[config.mk]
export PLATFORM = sky130hd
export DESIGN_NAME = bhpq_ctrl
export DESIGN_NICKNAME = d
export VERILOG_FILES = /design/src/rtl/core/bhpq_pkg.sv /design/src/rtl/core/bhpq_rank.sv /design/src/rtl/core/bhpq_ctrl.sv
export SDC_FILE = /design/constraint.sdc
export NUM_CORES = 1
export LEC_CHECK = 0
export ABC_AREA = 1
export BUFFER_PORTS_ARGS = -buffer_cell sky130_fd_sc_hd__clkbuf_2
export CORE_ASPECT_RATIO = 1.75
export CORE_MARGIN = 2
export CORE_UTILIZATION = 40
export CTS_BUF_LIST = sky130_fd_sc_hd__clkbuf_16
export CTS_CLUSTER_DIAMETER = 100
export DETAILED_ROUTE_END_ITERATION = 10
export PLACE_DENSITY = 0.69
export REMOVE_ABC_BUFFERS = 1
export SETUP_SLACK_MARGIN = 0.15
export SLEW_MARGIN = 10
export SYNTH_ARGS = -nofsm -noshare
export SYNTH_HDL_FRONTEND = slang
export SYNTH_SLANG_ARGS = --single-unit
[constraint.sdc]
create_clock -name clk -period 5.1 [get_ports clk]
set_input_delay 1.02 -clock clk [delete_from_list [all_inputs] [get_ports clk]]
set_output_delay 1.02 -clock clk [all_outputs]
set_load 0.02 [all_outputs]
[src/rtl/core/bhpq_pkg.sv]
// Package for the binary heap priority queue: sizes, opcodes, status codes,
// sequencer states and the memory request bundle. No dependencies.
`timescale 1ns / 1ps

package bhpq_pkg;

  localparam int CAPACITY = 1024;
  localparam int KEY_W    = 32;
  localparam int CNT_W    = 11;
  localparam int ADDR_W   = $clog2(CAPACITY);
  localparam int FILL_W   = $clog2(CAPACITY + 1);
  localparam int CHILD_W  = ADDR_W + 2;

  typedef enum logic [1:0] {
    OP_INSERT  = 2'd0,
    OP_EXTRACT = 2'd1,
    OP_PEEK    = 2'd2
  } op_t;

  typedef enum logic [1:0] {
    ST_OK    = 2'd0,
    ST_FULL  = 2'd1,
    ST_EMPTY = 2'd2
  } status_t;

  typedef enum logic [2:0] {
    S_IDLE,
    S_GET_ROOT,
    S_GET_LAST,
    S_UP_RD,
    S_UP_CMP,
    S_DN_RDL,
    S_DN_RDR,
    S_DN_CMPR
  } state_t;

  typedef struct packed {
    logic              we;
    logic [ADDR_W-1:0] waddr;
    logic [KEY_W-1:0]  wdata;
    logic              re;
    logic [ADDR_W-1:0] raddr;
  } mem_req_t;

endpackage

[src/rtl/core/bhpq_rank.sv]
// Shared key comparator: tells whether key a must sit above key b under the
// selected heap order. Depends on bhpq_pkg.
`timescale 1ns / 1ps

module bhpq_rank (
  input  logic signed [bhpq_pkg::KEY_W-1:0] a,
  input  logic signed [bhpq_pkg::KEY_W-1:0] b,
  input  logic                              min_order,
  output logic                              above
);

  assign above = min_order ? (a < b) : (a > b);

endmodule

[src/rtl/core/bhpq_ctrl.sv]
// Heap sequencer: request decode, sift-up and sift-down walks over the key
// store with one shared comparator, fill count and result registers.
// Depends on bhpq_pkg and bhpq_rank.
`timescale 1ns / 1ps

module bhpq_ctrl (
  input  logic                          clk,
  input  logic                          rst_n,
  input  logic                          start,
  input  logic [1:0]                    in_opcode,
  input  logic signed [31:0]            in_key,
  output logic                          busy,
  input  logic                          cfg_valid,
  output logic                          cfg_ready,
  input  logic                          cfg_min_order,
  output logic                          out_valid,
  output logic signed [31:0]            out_root_value,
  output logic [1:0]                    out_status,
  output logic [bhpq_pkg::CNT_W-1:0]    out_count,
  output bhpq_pkg::mem_req_t            mem_req,
  input  logic [bhpq_pkg::KEY_W-1:0]    mem_q
);

  localparam int AW = bhpq_pkg::ADDR_W;
  localparam int FW = bhpq_pkg::FILL_W;
  localparam int CW = bhpq_pkg::CHILD_W;
  localparam int KW = bhpq_pkg::KEY_W;

  bhpq_pkg::state_t  state_r, state_nxt;
  logic [FW-1:0]     fill_r, fill_nxt;
  logic              min_order_r, min_order_nxt;
  logic [AW-1:0]     pos_r, pos_nxt;
  logic [KW-1:0]     cur_key_r, cur_key_nxt;
  logic [KW-1:0]     best_key_r, best_key_nxt;
  logic              best_left_r, best_left_nxt;
  logic [KW-1:0]     root_r, root_nxt;
  logic              extract_r, extract_nxt;
  logic              out_valid_r, out_valid_nxt;
  logic [KW-1:0]     out_root_r, out_root_nxt;
  bhpq_pkg::status_t out_status_r, out_status_nxt;
  logic [bhpq_pkg::CNT_W-1:0] out_count_r, out_count_nxt;

  logic [KW-1:0] cmp_a, cmp_b;
  logic          cmp_above;
  logic [CW-1:0] lc, rc, fill_ext;
  logic [AW-1:0] parent;
  logic          full;

  bhpq_rank u_rank (
    .a         (cmp_a),
    .b         (cmp_b),
    .min_order (min_order_r),
    .above     (cmp_above)
  );

  assign lc       = (CW'(pos_r) << 1) + CW'(1);
  assign rc       = (CW'(pos_r) << 1) + CW'(2);
  assign fill_ext = CW'(fill_r);
  assign parent   = AW'((pos_r - AW'(1)) >> 1);
  assign full     = (fill_r == FW'(bhpq_pkg::CAPACITY));

  assign busy      = (state_r != bhpq_pkg::S_IDLE);
  assign cfg_ready = !busy;

  assign out_valid      = out_valid_r;
  assign out_root_value = out_root_r;
  assign out_status     = out_status_r;
  assign out_count      = out_count_r;

  always_ff @(posedge clk) begin
    if (!rst_n) begin
      state_r     <= bhpq_pkg::S_IDLE;
      fill_r      <= '0;
      min_order_r <= 1'b1;
      out_valid_r <= 1'b0;
    end else begin
      state_r     <= state_nxt;
      fill_r      <= fill_nxt;
      min_order_r <= min_order_nxt;
      out_valid_r <= out_valid_nxt;
    end
  end

  always_ff @(posedge clk) begin
    pos_r        <= pos_nxt;
    cur_key_r    <= cur_key_nxt;
    best_key_r   <= best_key_nxt;
    best_left_r  <= best_left_nxt;
    root_r       <= root_nxt;
    extract_r    <= extract_nxt;
    out_root_r   <= out_root_nxt;
    out_status_r <= out_status_nxt;
    out_count_r  <= out_count_nxt;
  end

  always_comb begin
    state_nxt      = state_r;
    fill_nxt       = fill_r;
    min_order_nxt  = min_order_r;
    pos_nxt        = pos_r;
    cur_key_nxt    = cur_key_r;
    best_key_nxt   = best_key_r;
    best_left_nxt  = best_left_r;
    root_nxt       = root_r;
    extract_nxt    = extract_r;
    out_valid_nxt  = 1'b0;
    out_root_nxt   = out_root_r;
    out_status_nxt = out_status_r;
    out_count_nxt  = out_count_r;
    mem_req        = '0;
    cmp_a          = cur_key_r;
    cmp_b          = mem_q;

    if (cfg_valid && cfg_ready) begin
      min_order_nxt = cfg_min_order;
    end

    case (state_r)
      bhpq_pkg::S_IDLE: begin
        if (start) begin
          case (in_opcode)
            bhpq_pkg::OP_INSERT: begin
              if (full) begin
                out_valid_nxt  = 1'b1;
                out_root_nxt   = '0;
                out_status_nxt = bhpq_pkg::ST_FULL;
                out_count_nxt  = bhpq_pkg::CNT_W'(fill_r);
              end else begin
                cur_key_nxt = in_key;
                pos_nxt     = AW'(fill_r);
                fill_nxt    = fill_r + FW'(1);
                extract_nxt = 1'b0;
                state_nxt   = bhpq_pkg::S_UP_RD;
              end
            end
            bhpq_pkg::OP_EXTRACT, bhpq_pkg::OP_PEEK: begin
              if (fill_r == '0) begin
                out_valid_nxt  = 1'b1;
                out_root_nxt   = '0;
                out_status_nxt = bhpq_pkg::ST_EMPTY;
                out_count_nxt  = '0;
              end else begin
                mem_req.re    = 1'b1;
                mem_req.raddr = '0;
                extract_nxt   = (in_opcode == bhpq_pkg::OP_EXTRACT);
                state_nxt     = bhpq_pkg::S_GET_ROOT;
              end
            end
            default: begin
              out_valid_nxt  = 1'b1;
              out_root_nxt   = '0;
              out_status_nxt = bhpq_pkg::ST_OK;
              out_count_nxt  = bhpq_pkg::CNT_W'(fill_r);
            end
          endcase
        end
      end

      bhpq_pkg::S_GET_ROOT: begin
        root_nxt = mem_q;
        if (extract_r) begin
          mem_req.re    = 1'b1;
          mem_req.raddr = AW'(fill_r - FW'(1));
          state_nxt     = bhpq_pkg::S_GET_LAST;
        end else begin
          out_valid_nxt  = 1'b1;
          out_root_nxt   = mem_q;
          out_status_nxt = bhpq_pkg::ST_OK;
          out_count_nxt  = bhpq_pkg::CNT_W'(fill_r);
          state_nxt      = bhpq_pkg::S_IDLE;
        end
      end

      bhpq_pkg::S_GET_LAST: begin
        cur_key_nxt = mem_q;
        fill_nxt    = fill_r - FW'(1);
        pos_nxt     = '0;
        state_nxt   = bhpq_pkg::S_DN_RDL;
      end

      bhpq_pkg::S_UP_RD: begin
        if (pos_r == '0) begin
          mem_req.we     = 1'b1;
          mem_req.waddr  = pos_r;
          mem_req.wdata  = cur_key_r;
          out_valid_nxt  = 1'b1;
          out_root_nxt   = '0;
          out_status_nxt = bhpq_pkg::ST_OK;
          out_count_nxt  = bhpq_pkg::CNT_W'(fill_r);
          state_nxt      = bhpq_pkg::S_IDLE;
        end else begin
          mem_req.re    = 1'b1;
          mem_req.raddr = parent;
          state_nxt     = bhpq_pkg::S_UP_CMP;
        end
      end

      bhpq_pkg::S_UP_CMP: begin
        cmp_a         = cur_key_r;
        cmp_b         = mem_q;
        mem_req.we    = 1'b1;
        mem_req.waddr = pos_r;
        if (cmp_above) begin
          mem_req.wdata = mem_q;
          pos_nxt       = parent;
          state_nxt     = bhpq_pkg::S_UP_RD;
        end else begin
          mem_req.wdata  = cur_key_r;
          out_valid_nxt  = 1'b1;
          out_root_nxt   = '0;
          out_status_nxt = bhpq_pkg::ST_OK;
          out_count_nxt  = bhpq_pkg::CNT_W'(fill_r);
          state_nxt      = bhpq_pkg::S_IDLE;
        end
      end

      bhpq_pkg::S_DN_RDL: begin
        if (lc >= fill_ext) begin
          mem_req.we     = 1'b1;
          mem_req.waddr  = pos_r;
          mem_req.wdata  = cur_key_r;
          out_valid_nxt  = 1'b1;
          out_root_nxt   = root_r;
          out_status_nxt = bhpq_pkg::ST_OK;
          out_count_nxt  = bhpq_pkg::CNT_W'(fill_r);
          state_nxt      = bhpq_pkg::S_IDLE;
        end else begin
          mem_req.re    = 1'b1;
          mem_req.raddr = AW'(lc);
          state_nxt     = bhpq_pkg::S_DN_RDR;
        end
      end

      bhpq_pkg::S_DN_RDR: begin
        cmp_a         = mem_q;
        cmp_b         = cur_key_r;
        best_left_nxt = cmp_above;
        best_key_nxt  = cmp_above ? mem_q : cur_key_r;
        if (rc < fill_ext) begin
          mem_req.re    = 1'b1;
          mem_req.raddr = AW'(rc);
          state_nxt     = bhpq_pkg::S_DN_CMPR;
        end else if (cmp_above) begin
          mem_req.we    = 1'b1;
          mem_req.waddr = pos_r;
          mem_req.wdata = mem_q;
          pos_nxt       = AW'(lc);
          state_nxt     = bhpq_pkg::S_DN_RDL;
        end else begin
          mem_req.we     = 1'b1;
          mem_req.waddr  = pos_r;
          mem_req.wdata  = cur_key_r;
          out_valid_nxt  = 1'b1;
          out_root_nxt   = root_r;
          out_status_nxt = bhpq_pkg::ST_OK;
          out_count_nxt  = bhpq_pkg::CNT_W'(fill_r);
          state_nxt      = bhpq_pkg::S_IDLE;
        end
      end

      bhpq_pkg::S_DN_CMPR: begin
        cmp_a         = mem_q;
        cmp_b         = best_key_r;
        mem_req.we    = 1'b1;
        mem_req.waddr = pos_r;
        if (cmp_above) begin
          mem_req.wdata = mem_q;
          pos_nxt       = AW'(rc);
          state_nxt     = bhpq_pkg::S_DN_RDL;
        end else if (best_left_r) begin
          mem_req.wdata = best_key_r;
          pos_nxt       = AW'(lc);
          state_nxt     = bhpq_pkg::S_DN_RDL;
        end else begin
          mem_req.wdata  = cur_key_r;
          out_valid_nxt  = 1'b1;
          out_root_nxt   = root_r;
          out_status_nxt = bhpq_pkg::ST_OK;
          out_count_nxt  = bhpq_pkg::CNT_W'(fill_r);
          state_nxt      = bhpq_pkg::S_IDLE;
        end
      end

      default: begin
        state_nxt = bhpq_pkg::S_IDLE;
      end
    endcase
  end

endmodule

==> flow_summary.yaml <==
outcome:
  status: "completed"
finish:
  n_fill_cell: 2737
  drive_above_1_share_pct: 21.8
  stdcell_area_um2: 14400
  multi_input_comb_area_um2: 5880
  stdcell_count: 2061
  final_common_cell: "nand2_1"
  seqCellArea_um2: 4920
  fin_nets: 1800
  synthToLayoutAreaGrowth_pct: 25.2
  mostFrequentLayoutCells: "nand2_1 (421), o21ai_0 (175), edfxtp_1 (153), inv_1 (149), clkbuf_2 (140)"
critical_path:
  end_kind: "output port"
  crit_chain: "nand2_2 -> inv_8 -> buf_4 -> buf_4 -> o221ai_1 -> ha_1 -> nand2_1 -> nor2_1 -> nand2_1 -> inv_1 -> a21oi_2 -> nand2_2 -> nand2_2 -> nand3_4 -> nand2_8 -> clkinv_8 -> clkbuf_16 -> nand2_1 -> nand3_1 -> nand3_2 -> buf_4"
  cp_num_buf_inv: 7
  worstPathArrival_ps: 3780
  crit_path_max_fanout: 15
  crit_required_ps: 4080
  worst-r2r-cell-count: 21
  crit_end: "mem_req[23]"
  cp.depth: 21
  r2r-end: "out_root_value[15]"
  startpoint_type: "flip-flop"
  slowest_delay_ps: 400
  rrSetupSlack_ps: 960
  critical_path.top_delay_family: "simple AND/OR/NAND/NOR gates"
  worstSetupStartpoint: "state_r[2]"
  crit_type: "flip-flop to output port"
  cp_slowest_cell: "dfxtp_2"
  reg2reg_from: "state_r[2]"
placed_design:
  place_congestion: 0.969
  hpwl_um: 27500
  placed_cells: 1995
  io_buffers: 172
  place_worst_setup_slack_ps: 303
  dpl_cell_area_um2: 12800
yosys:
  syn-cell-area_um2: 11500
  synthArstFlopShare_pct: 0
  synth-edff-count: 153
  ys_ff_latch: 169
  synth.distinct_cells: 46
  synth_seq_area_share_pct: 42.7
  synthCells: 1490
  syn_avg_cell_area_um2: 7.72
  ys_warn_count: 0
  synth_ff_type: "edfxtp_1"
sta:
  min_period_ps: 4800
  rsz0062_at_grt: "yes"
  fin_ws_ps: 299
  timing.final.crit_share_pct: 94.1
  clock_skew_ps: 15.0
  hold_slack_ps: 551
  fmax_mhz: 208
  slew_headroom_pct: 22.0
  worst_pin_slew_ps: 1170
  hold_viol_final: 0
  drv_slew: 0
  finalSetupViolations: 0
global_routing:
  antenna_found_initial: 1
  grt_usage_pct: 26.3
  grt_max_degree: 68
  overflow: 0
  grt_pass1_vias: 11368
  grt_pass1_wl_um: 61500
drt:
  viasPerCell: 5.70
  routed_wl_um: 41900
  first_iter_violations: 1108
  drtPass1Iterations: 6
  ant_nets: 0
  dr_total_vias: 11747
  wl_per_cell_um: 20.3
  drc_errors: 0
clocking:
  htreeDepth: 4
  cts.sinks: 169
  holdBufCountCts: 0
  clk_pin_slew_ps: 70
  cts-root-buf: "clkbuf_16"
  cts_buffer_depth: 2
  cts_tree: "done"
  clock_latency_ps: 470
  numCtsBuffers: 17
floorplanning:
  die_width_um: 132
  die-area_um2: 30200
  core_um2: 28400
  die_h_um: 228
  row_count: 82
  start_util_pct: 40.5
  ios: 173
power_and_ir_drop:
  internal-power_mw: 4.98
  p_sw_mw: 4.56
  p_per_area_nw_per_um2: 663
  pwr-share-seq_pct: 27.3
  combPwrFrac_pct: 57.2
  switching_share_pct: 47.8
  power_mw: 9.55
  power_frac_clock_pct: 15.5
  vdd.ir_drop.worst_v: 0.000458
  p_leak_nw: 6.62
flow_run:
  drv_cap: 0
worst_hold_path:
  hold_class: "flip-flop to flip-flop"
[per-stage QoR]
stage               utilization [%]  setup TNS, ps
floorplan                         -        -170340
global placement               45.1              0
detailed placement             45.1              0
CTS                            48.1              0
global route                   50.7              0
finish                         50.7              0
[worst min path at each step]
stage,endpoint,from,slack (ps),depth (start not counted)
finish,out_root_value[9],root_r[9],550,2
global route,fill_r[7],fill_r[7],590,2
CTS,min_order_r,min_order_r,550,2
detailed placement,min_order_r,min_order_r,530,2
global placement,out_root_value[0],root_r[0],530,2
floorplan,min_order_r,min_order_r,470,2
[power by group through the flow]
| stage | clock network (mW) | registers [mW] | logic [mW] |
|---|---|---|---|
| floorplan | 0 | 2.80 | 2.68 |
| global placement | 0 | 2.62 | 4.51 |
| detailed placement | 0 | 2.63 | 4.59 |
| CTS | 1.50 | 2.60 | 4.78 |
| global route | 1.53 | 2.66 | 5.92 |
| finish | 1.48 | 2.60 | 5.46 |
[worst min-delay path: stages, from the launching register on]
cell      delay, ps
edfxtp_1        310
o21ai_0          70
o21ai_0          60
[final cells by class]
class | count | share of cell area, %
antenna | 1 | 0.0174
clock buffer | 17 | 2.95
clock inverter | 15 | 1.57
inverter | 172 | 4.66
multi-input combinational | 1074 | 40.8
sequential | 169 | 34.2
tap | 378 | 3.28
timing repair buffer | 234 | 12.5
timing repair inverter | 1 | 0.0608
[timing repair]
action / in CTS / in global routing
cloned: 3 / 11
gates resized for setup: 25 / 135
pin swaps: 2 / 36
buffers inserted: 2 / 17
setup endpoints to repair: 40 / 52
[Yosys cell counts, drive strengths merged (2+ instances only)]
cell type / count / share of area, %
a21o: 2 / 0.13
o21a: 2 / 0.13
ha: 60 / 6.5
o21ai: 182 / 8.0
nand2: 435 / 14
a21oi: 45 / 2.0
nor3: 12 / 0.65
o22ai: 3 / 0.16
edfxtp: 153 / 40
xor2: 21 / 1.6
dfxtp: 16 / 2.8
a22oi: 3 / 0.20
a211oi: 6 / 0.39
nand3: 148 / 6.5
o211ai: 3 / 0.20
a311oi: 2 / 0.15
clkbuf: 51 / 1.7
a31oi: 5 / 0.27
inv: 170 / 5.5
clkinv: 2 / 0.065
o221ai: 36 / 2.7
buf: 24 / 1.3
nand4: 20 / 1.1
o2111ai: 5 / 0.38
or2: 10 / 0.54
nor2: 67 / 2.2
[registers in the layout (all words and copies together) (netlist names)]
name,flops
out_valid,1
pos_r,10
out_count,11
root_r,32
extract_r,1
best_key_r,32
fill_r,11
cur_key_r,32
out_status,2
out_root_value,32
best_left_r,1
min_order_r,1
state_r,3
[layer usage]
layer  wire [um]  global-route usage, %  up-vias
met5           0                      0        -
met4        2650                   16.5        0
met3        2980                   3.68      137
met2       21500                   47.3      609
met1       14800                   29.0     5538
li1            -                      -     5463
[cells by family (layout without fill, tap and decap cells)]
kind of cell / after synthesis / in the layout / share of synthesized area [%]
fa+ha+maj: 60 / 60 / 6.53
compound gates: 296 / 296 / 14.9
flops: 169 / 169 / 42.7
simple gates: 696 / 696 / 25.6
buf+inv: 247 / 439 / 8.62
xor+xnor: 22 / 22 / 1.68
other cells: 0 / 1 / 0
Power figures use the tool's default switching activity.
